### config.mk
export PLATFORM = sky130hd
export DESIGN_NAME = grc_ctrl
export DESIGN_NICKNAME = d
export VERILOG_FILES = /design/src/hw/rtl/grc_pkg.sv /design/src/hw/rtl/grc_ctrl.sv
export SDC_FILE = /design/constraint.sdc
export NUM_CORES = 1
export LEC_CHECK = 0
export BUFFER_PORTS_ARGS = -buffer_cell sky130_fd_sc_hd__buf_2
export CORE_ASPECT_RATIO = 1.2
export CORE_MARGIN = 4
export CORE_UTILIZATION = 40
export DETAILED_ROUTE_END_ITERATION = 10
export SYNTH_ARGS = -nofsm -noshare
export SYNTH_HDL_FRONTEND = slang
export SYNTH_SLANG_ARGS = --single-unit
### constraint.sdc
create_clock -name clk_i -period 2.05 [get_ports clk_i]
set_input_delay 0.1025 -clock clk_i [delete_from_list [all_inputs] [get_ports clk_i]]
set_output_delay 0.1025 -clock clk_i [all_outputs]
set_load 0.01 [all_outputs]
### src/hw/rtl/grc_pkg.sv
package grc_pkg;

  localparam int MaxPoints = 64;
  localparam int IdxW      = $clog2(MaxPoints);
  localparam int CntW      = IdxW + 1;

  // Configuration register indexes
  localparam logic [2:0] CfgBoxX   = 3'd0;
  localparam logic [2:0] CfgBoxY   = 3'd1;
  localparam logic [2:0] CfgBoxZ   = 3'd2;
  localparam logic [2:0] CfgPeriod = 3'd3;
  localparam logic [2:0] CfgRadSq  = 3'd4;

  typedef struct packed {
    logic signed [31:0] pos_x;
    logic signed [31:0] pos_y;
    logic signed [31:0] pos_z;
    logic [31:0]        depth;
    logic               set_end;
  } pt_in_t;

  typedef struct packed {
    logic signed [31:0] center_x;
    logic signed [31:0] center_y;
    logic signed [31:0] center_z;
    logic [31:0]        depth_max;
    logic [6:0]         member_count;
    logic [6:0]         cluster_total;
    logic               final_cluster;
  } res_t;

  // Controller to datapath commands
  typedef struct packed {
    logic            load_we;
    logic            sel_init;
    logic            rd_issue;
    logic            rd_claim;
    logic [IdxW-1:0] rd_idx;
    logic            seed_take;
    logic            emit;
  } grc_cmd_t;

  // Datapath to controller status
  typedef struct packed {
    logic [CntW-1:0] point_cnt;
    logic            pipe_busy;
    logic            all_assigned;
  } grc_sts_t;

endpackage

### src/hw/rtl/grc_ctrl.sv
module grc_ctrl
  import grc_pkg::*;
(
  input  logic     clk_i,
  input  logic     rst_ni,
  input  logic     start_i,
  input  logic     set_end_i,
  input  grc_sts_t sts_i,
  output grc_cmd_t cmd_o,
  output logic     busy_o,
  output logic     res_vld_o
);

  typedef enum logic [3:0] {
    ST_LOAD   = 4'b0001,
    ST_SELECT = 4'b0010,
    ST_CLAIM  = 4'b0100,
    ST_EMIT   = 4'b1000
  } state_e;

  state_e          state_q, state_d;
  logic [CntW-1:0] idx_q, idx_d;
  logic            scan_more;

  assign scan_more = (idx_q < sts_i.point_cnt);

  // Sequence load, seed search, claim scan and result word
  always_comb begin
    state_d = state_q;
    idx_d   = idx_q;
    cmd_o   = '0;
    cmd_o.rd_idx = idx_q[IdxW-1:0];
    case (state_q)
      ST_LOAD: begin
        if (start_i) begin
          cmd_o.load_we = 1'b1;
          if (set_end_i) begin
            cmd_o.sel_init = 1'b1;
            idx_d   = '0;
            state_d = ST_SELECT;
          end
        end
      end
      ST_SELECT: begin
        if (scan_more) begin
          cmd_o.rd_issue = 1'b1;
          idx_d = idx_q + CntW'(1);
        end else if (!sts_i.pipe_busy) begin
          cmd_o.seed_take = 1'b1;
          idx_d   = '0;
          state_d = ST_CLAIM;
        end
      end
      ST_CLAIM: begin
        if (scan_more) begin
          cmd_o.rd_issue = 1'b1;
          cmd_o.rd_claim = 1'b1;
          idx_d = idx_q + CntW'(1);
        end else if (!sts_i.pipe_busy) begin
          state_d = ST_EMIT;
        end
      end
      ST_EMIT: begin
        cmd_o.emit = 1'b1;
        idx_d = '0;
        if (sts_i.all_assigned) begin
          state_d = ST_LOAD;
        end else begin
          cmd_o.sel_init = 1'b1;
          state_d = ST_SELECT;
        end
      end
      default: state_d = ST_LOAD;
    endcase
  end

  always_ff @(posedge clk_i or negedge rst_ni) begin
    if (!rst_ni) begin
      state_q <= ST_LOAD;
      idx_q   <= '0;
    end else begin
      state_q <= state_d;
      idx_q   <= idx_d;
    end
  end

  assign busy_o    = (state_q != ST_LOAD);
  assign res_vld_o = (state_q == ST_EMIT);

endmodule

### Word-level counts from Yosys, hierarchy flattened

Index checks and enable logic that the tools add are counted.

* register bits after elaboration: 11
* input port bits: 13
* output and inout bits: 14
* logic and storage cells: 47

* add/subtract/negate cells: 1
* magnitude comparators: 1
* equal/unequal tests: 13
* muxes and demuxes: 27
* reductions and logical operators: 3

Operators by type and width (count)
* $mux W7: 5
* $pmux W7 S4: 1
* $mux W4: 6
* $pmux W4 S4: 1
* $ne A2 B2 Y1 const B: 7
* $mux W1: 9
* $add A7 B1 Y7 const B: 1
* $lt A7 B7 Y1: 1
* $mux W2: 3
* $reduce_and A6 Y1: 1
* $reduce_and A5 Y1: 1
* $eq A4 B1 Y1 const B: 1
* $eq A4 B2 Y1 const B: 1
* $eq A4 B3 Y1 const B: 1
* $eq A4 B4 Y1 const B: 1
* $ne A4 B1 Y1 const B: 1
* $pmux W1 S2: 2
* $reduce_bool A4 Y1: 1
* $ne A3 B3 Y1 const B: 1

### Depth between registers and ports, before layout

Gate-level depths: netlist (run 1).

* word-level depth: 3
* mapped depth: 9
* mapped depth without buffers: 8

### Worst setup path after synthesis (run 1)

Ideal clock, no wire load.

* kind: reg2reg
* start: register idx_q[2]
* end: register idx_q[3]
* setup time: 0.095 ns
* arrival time: 1.670 ns
* required time: 1.955 ns
* path slack: 0.285 ns
* stages on the path, launching flop included: 8
* buffers on the path: 0
* period minus slack after synthesis: 1.765 ns
* path through: dfrtp_1 -> ha_1 -> a21o_1 -> a31oi_1 -> o21a_1 -> o41ai_4 -> o21ai_1 -> o31ai_1

* word-level cells in the longest chain between the ends: 3
* elaborated cells between the ends (all ways): 8
* classes of those cells: 1 x add/sub; 1 x order compare; 2 x eq/ne; 3 x mux; 1 x reduce/logical

Ends and longest elaborated chain
* start: declaration: line grc_ctrl.sv:22 `logic [CntW-1:0] idx_q, idx_d;`
* start signal: assignment: line grc_ctrl.sv:83 `idx_q <= idx_d;`
* $add A7 B1 Y7 / $lt A7 B7 Y1 (equally long branches): line grc_ctrl.sv:47, grc_ctrl.sv:58, grc_ctrl.sv:25
* $mux W7 (tied with other cells): line grc_ctrl.sv:55 `if (scan_more) begin`
* $pmux W7 S4 / $reduce_and A5 Y1 (equally long branches)

Several ways; a longest one is shown, not always the timed one. The select of a mux whose other input is x is not followed.
A chain may end at the register's enable or synchronous reset.

==> summary.md, run 1 <==
| Metric | Value |
|---|---|
| TritonCTS Buffers | `3` |
| PnR Total Power | `about 530 uW` |
| Max Fclk | `roughly 500 MHz` |
| Crit-path max FO | `3` |
| Status | `complete, no violations` |
| Setup WS post-layout | `approximately 0.031 ns` |
| Final Slew Violations | `0` |
| Clock share of power | `0.295` |
| Top post-synthesis cells by area | `dfrtp_1 28%, ha_1 9.9%, buf_4 7.6%` |
| Core Region | `roughly 2100 sq um` |
| Initial Util | `0.426` |
| DIE HEIGHT | `59.5 um` |
| Grt ovf | `0` |
| Gpl congestion | `between 0.7 and 0.8` |
| Commonest non-fill, non-tap cell in the layout | `buf_2` |
| Ys async rst share | `1.00` |
| Cell Area, Placed | `roughly 1000 sq um` |
| Fin crit share | `0.985` |
| Combinational share of power | `0.233` |
| P_sw | `roughly 160 uW` |
| Register clock-pin slew on the reported worst setup and hold paths | `about 0.080 ns` |
| WL per Instance | `approximately 12 um` |
| CP arrival | `roughly 1.9 ns` |
| Sequential power share | `0.472` |
| Drt total wl | `1900 um` |
| RSZ-0062 raised after global routing | `yes` |
| Vias/cell | `4.94` |
| Drc violations | `0` |
| Clock sinks | `11` |
| Most frequently used flop master after synthesis | `dfrtp_1` |
| CTS root buf | `clkbuf_4` |
| Power per cell area | `483 nW/um^2` |
| Port-buffer cells | `26` |
| Hold depth | `3` |
| Pre-CTS setup slack | `0.0995 ns` |
| Final hold violations | `0` |
| Slew headroom | `0.634` |
| CP Data Required Time | `1.95 ns` |
| Drt initial violations | `6` |
| R2R Setup Slk | `around 0.16 ns` |
| Setup Skew | `0.00269 ns` |
| Post-Syn Area per Cell | `slightly below 9 sq um` |
| Final core utilization | `0.528` |
| LEAKAGE | `0.574 nW` |
| Dominant cell type by area after synthesis | `dfrtp_1` |
| Die area | `roughly 3000 sq um` |
| Post-synth EDFFs | `0` |
| Unique masters post-synth | `32` |
| Cell Int Power | `between 300 and 400 uW` |
| Worst hold-check slack | `0.0261 ns` |
| First-pass detailed-route iteration total | `3` |
| Max-Cap Viols | `0` |
| Post-synthesis register bit count | `11` |
| Syn Inst Count | `between 100 and 150` |
| Sw Share | `0.309` |
| Synth warn | `0` |
| Sequential share of the synthesized area | `0.313` |
| Vias in the first global route | `roughly 730` |
| Post-Syn Nets | `~120` |
| Critical Setup Path Class | `flop to primary output` |
| CTS H-tree depth | `1` |
| Setup TNS | `0 ns` |
| Most frequent cells in the layout | `26 x buf_2, 10 x dfrtp_1, 9 x inv_1` |
| Top-Level Pins | `27` |
| Mapped cell area | `just under 900 sq um` |
| Inserted Diodes | `0` |
| Synth top area share | `0.283` |
| Chip width | `~51 um` |
| Finish-stage setup viols | `0` |
| Antenna violations before repair | `0` |
| CP Capture Type | `primary output` |
| Tot GR Track Use | `0.139` |
| Hpwl dp | `between 1000 and 1500 um` |
| Slew @ Worst Pin | `0.541 ns` |
| Layout cells sized above 1 | `0.336` |
| Final min period | `2.02 ns` |
| Peak supply drop | `about 0.28 mV` |
| Placed Cells | `152` |
| CTS tree | `done` |
| Vias | `780` |
| Post-DRT Antenna Nets | `0` |
| Rows | `18` |
| First-pass GRT wire length | `3170 um` |
| Final Non-Filler Cells | `~160` |
| Final #Nets | `between 100 and 150` |
| Class of the tightest hold or removal check | `input pin to flop` |
| Largest net degree at the start of global routing | `13` |
| Reg2Reg Depth | `7` |
| CTS max path bufs | `2` |
| Startpoint types | `flop` |
| Worst-skew pair later-pin latency | `0.27 ns` |
| P&R area growth vs syn | `23.8%` |
| Fin area | `around 1100 sq um` |
[synth_stat cells (all sizes together), types with 2 or more instances]
cell    count
nor2b       4
nor2        4
a21oi       6
o21ai      11
ha          7
buf        10
nand2b      4
inv         9
o31ai       4
nor4b       2
nand3       5
dfrtp      10
nand2       7
and3        2
o21a        3
[state kept, by name, summed over array words and instances, names as in the netlist]
name     count
idx_q        7
state_q      4
[cells by family after synthesis]
| family | Yosys count | share of synthesized area |
|---|---|---|
| AOI/OAI and AO/OA | 30 | 0.237 |
| xor gates and xnor gates | 1 | 0.00992 |
| adders and majority gates | 7 | 0.0991 |
| buffers and inverters | 19 | 0.120 |
| DFF | 11 | 0.313 |
| muxes | 1 | 0.0113 |
| and+or+nand+nor | 32 | 0.210 |
[repair_timing]
| action | 4_1_cts | 5_1_grt |
|---|---|---|
| hold buffers | 1 | 0 |
| buffers inserted | 1 | 0 |
| setup endpoints to repair | 1 | 6 |
| resized for setup | 2 | 2 |
| pin swaps | 0 | 2 |
| hold endpoints to repair | 11 | 0 |
[layout make-up]
type / instances / area, sq um
Fill cell: 214 / 978
Timing Repair Buffer: 33 / 185
Sequential cell: 11 / 277
Inverter: 9 / 33.8
Multi-Input combinational cell: 71 / 534
Tap cell: 30 / 37.5
Clock buffer: 4 / 26.3
[metal layers]
| metal | wire, um | GRT usage | vias up |
|---|---|---|---|
| li1 | - | - | 409 |
| met1 | 923 | 0.181 | 345 |
| met2 | 840 | 0.215 | 22 |
| met3 | 95 | 0.0252 | 4 |
| met4 | 41 | 0.0808 | 0 |
| met5 | 0 | 0 | - |
[power by group through the flow]
stage	clock network [mW]	logic [mW]	registers [mW]
detailed placement	0	0.119	0.254
CTS	0.158	0.124	0.249
global route	0.176	0.142	0.252
floorplan	0	0.0808	0.251
global placement	0	0.116	0.254
finish	0.156	0.123	0.249
[critical path, cell delays in order, from the launching register on]
cell and delay [ns]:
dfrtp_1 0.42, ha_4 0.29, nand2_1 0.05, o21a_1 0.20, o21a_1 0.15, nor2_2 0.15, nand2_1 0.06, nor4_1 0.15
buf_2 0.18
[worst paths after layout]
path	start	endpoint
worst max-delay path	idx_q[6]	cmd_o[1]
worst min-delay path	sts_i[0]	state_q[0]
worst max register to register	idx_q[6]	idx_q[6]
worst min register to register	idx_q[6]	idx_q[6]
max in group asynchronous	rst_ni	state_q[0]
min in group asynchronous	rst_ni	idx_q[3]
Power figures use the tool's default switching activity.
==> run 2: changes to the inputs <==
--- a/config.mk
+++ b/config.mk
@@ -8,8 +8,9 @@
 export BUFFER_PORTS_ARGS = -buffer_cell sky130_fd_sc_hd__buf_2
 export CORE_ASPECT_RATIO = 1.2
 export CORE_MARGIN = 4
-export CORE_UTILIZATION = 40
+export CORE_UTILIZATION = 50
 export DETAILED_ROUTE_END_ITERATION = 10
+export PLACE_DENSITY = 0.78
 export SYNTH_ARGS = -nofsm -noshare
 export SYNTH_HDL_FRONTEND = slang
 export SYNTH_SLANG_ARGS = --single-unit
==> run 2 against run 1 <==
Effect of this change:
- sequential cell count unchanged
- critical path type unchanged
- critical endpoint unchanged
- utilization up 13 points
- setup slack worse by 0.027 ns
==> summary.md, run 2 (same netlist as run 1, synthesis figures left out) <==
| Metric | Value |
|---|---|
| Drt initial violations | `9` |
| Finish-stage setup viols | `0` |
| Max-Cap Viols | `0` |
| Vias in the first global route | `788` |
| RSZ-0062 raised after global routing | `yes` |
| Most frequent cells in the layout | `26 x buf_2, 10 x dfrtp_1, 9 x inv_1` |
| Top-Level Pins | `27` |
| First-pass GRT wire length | `between 3000 and 4000 um` |
| Max reg flops | `7` |
| Clock sinks | `11` |
| Die area | `~2500 sq um` |
| Chip width | `46.4 um` |
| CTS H-tree depth | `1` |
| Commonest non-fill, non-tap cell in the layout | `buf_2` |
| Fin crit share | `0.998` |
| Vias/cell | `around 5.6` |
| Final Slew Violations | `0` |
| Tot GR Track Use | `0.196` |
| Vias | `813` |
| WL per Instance | `14.2 um` |
| Largest regs | `idx_q: 7 flops, state_q: 4 flops` |
| CP Capture Type | `primary output` |
| Startpoint types | `flop` |
| LEAKAGE | `~0.58 nW` |
| Setup WS post-layout | `0.00468 ns` |
| Drc violations | `0` |
| Delay-heaviest family, CP | `compound AO/OA/AOI/OAI gates` |
| Slew @ Worst Pin | `approximately 0.56 ns` |
| Power per cell area | `500 nW/um^2` |
| Final #Nets | `149` |
| Crit-path max FO | `3` |
| Pre-CTS setup slack | `between 0.1 and 0.15 ns` |
| CP arrival | `a little under 2 ns` |
| Biggest register | `idx_q` |
| TritonCTS Buffers | `3` |
| Buf/Inv on CP | `1` |
| Hold EP | `state_q[0]` |
| Fillers | `142` |
| First-pass detailed-route iteration total | `5` |
| DIE HEIGHT | `approximately 54 um` |
| CTS tree | `done` |
| P&R area growth vs syn | `22.8%` |
| Reg2Reg Depth | `7` |
| Grt ovf | `0` |
| Cell Chain, Critical Path | `ha_4 > a21o_1 > a31oi_2 > o21a_1 > nor2_2 > nand2_1 > nor4_2 > buf_2` |
| Hold depth | `3` |
| CTS max path bufs | `2` |
| Slew headroom | `0.619` |
| Drt total wl | `~2100 um` |
| Register clock-pin slew on the reported worst setup and hold paths | `around 0.080 ns` |
| CTS root buf | `clkbuf_4` |
| Setup TNS | `0 ns` |
| Inserted Diodes | `0` |
| Worst-skew pair later-pin latency | `about 0.28 ns` |
| Register Area | `around 280 sq um` |
| Core Region | `~1700 sq um` |
| Final min period | `slightly above 2 ns` |
| Class of the tightest hold or removal check | `input pin to flop` |
| CP max-delay cell | `dfrtp_1` |
| PnR Total Power | `543 uW` |
| Gpl congestion | `roughly 0.73` |
| Critical Setup Path Class | `flop to primary output` |
| Rows | `16` |
| Multi-input logic area | `541 sq um` |
| Worst R2R Start | `idx_q[2]` |
| Status | `complete, no violations` |
| Layout cells sized above 1 | `0.344` |
| Port-buffer cells | `26` |
| HP Start | `sts_i[0]` |
| Slowest stage delay, CP | `0.42 ns` |
| Reg-to-reg endpoint | `idx_q[5]` |
| Setup Skew | `0.00434 ns` |
| Final hold violations | `0` |
| Peak supply drop | `0.325 mV` |
| Post-DRT Antenna Nets | `0` |
| Hpwl dp | `~1600 um` |
| CP Data Required Time | `about 2 ns` |
| Initial Util | `0.532` |
| Largest net degree at the start of global routing | `13` |
| Antenna violations before repair | `0` |
| Max Fclk | `around 490 MHz` |
| R2R Setup Slk | `around 0.18 ns` |
==> run 2: worst reg2reg max path: stages, from the launching register on <==
cell and delay [ns]:
dfrtp_1 0.42, ha_4 0.30, a21o_1 0.13, a31oi_2 0.06
o21a_1 0.24, o41ai_4 0.40, o21ai_1 0.14, o31ai_1 0.09
==> run 2: cell type report <==
| class | instances | share of cell area |
|---|---|---|
| well taps | 18 | 0.0208 |
| inverters | 9 | 0.0311 |
| flip-flops and latches | 11 | 0.255 |
| repair buffers | 33 | 0.171 |
| clock buffers | 4 | 0.0242 |
| multi-input cells | 71 | 0.498 |
==> run 2: worst max path at each step <==
| stage | startpoint | cells past startpoint | end |
|---|---|---|---|
| 2_1_floorplan | idx_q[2] | 7 | idx_q[3] |
| 3_3_place_gp | idx_q[4] | 7 | idx_q[6] |
| 6_report | idx_q[2] | 8 | cmd_o[1] |
| 4_1_cts | idx_q[5] | 8 | cmd_o[1] |
| 5_1_grt | idx_q[2] | 8 | cmd_o[1] |
| 3_5_place_dp | idx_q[4] | 7 | idx_q[5] |
==> run 2: through the flow <==
stage               area (sq um)  std cells  utilization  hold WS, ns
floorplan                    883        101            -       -0.193
global placement            1000        140        0.602      -0.0169
detailed placement          1000        140        0.602     -0.00900
CTS                         1080        146        0.649       0.0245
global route                1080        146        0.653       0.0342
finish                      1080        146        0.653       0.0140
==> run 2: per-layer routing <==
layer | GRT usage | wire [um] | share of wire | up-vias
li1 | - | - | - | 409
met1 | 0.232 | 842 | 0.41 | 368
met2 | 0.342 | 1060 | 0.51 | 31
met3 | 0.0301 | 127 | 0.061 | 5
met4 | 0.0853 | 44 | 0.021 | 0
met5 | 0 | 0 | 0 | -
==> run 2: report_power, final <==
group          leakage [nW]  internal [mW]  total [mW]  switching [mW]
clock                0.0150         0.0755       0.158          0.0820
sequential            0.149          0.230       0.245          0.0153
combinational         0.412         0.0667       0.140          0.0732
total                 0.575          0.372       0.543           0.171
==> run 2: timing repair <==
item,CTS,global route
hold buffers,1,0
hold endpoints to repair,11,0
endpoints found under the setup margin,2,5
buffers inserted,1,0
pin swaps,1,1
resized for setup,4,1
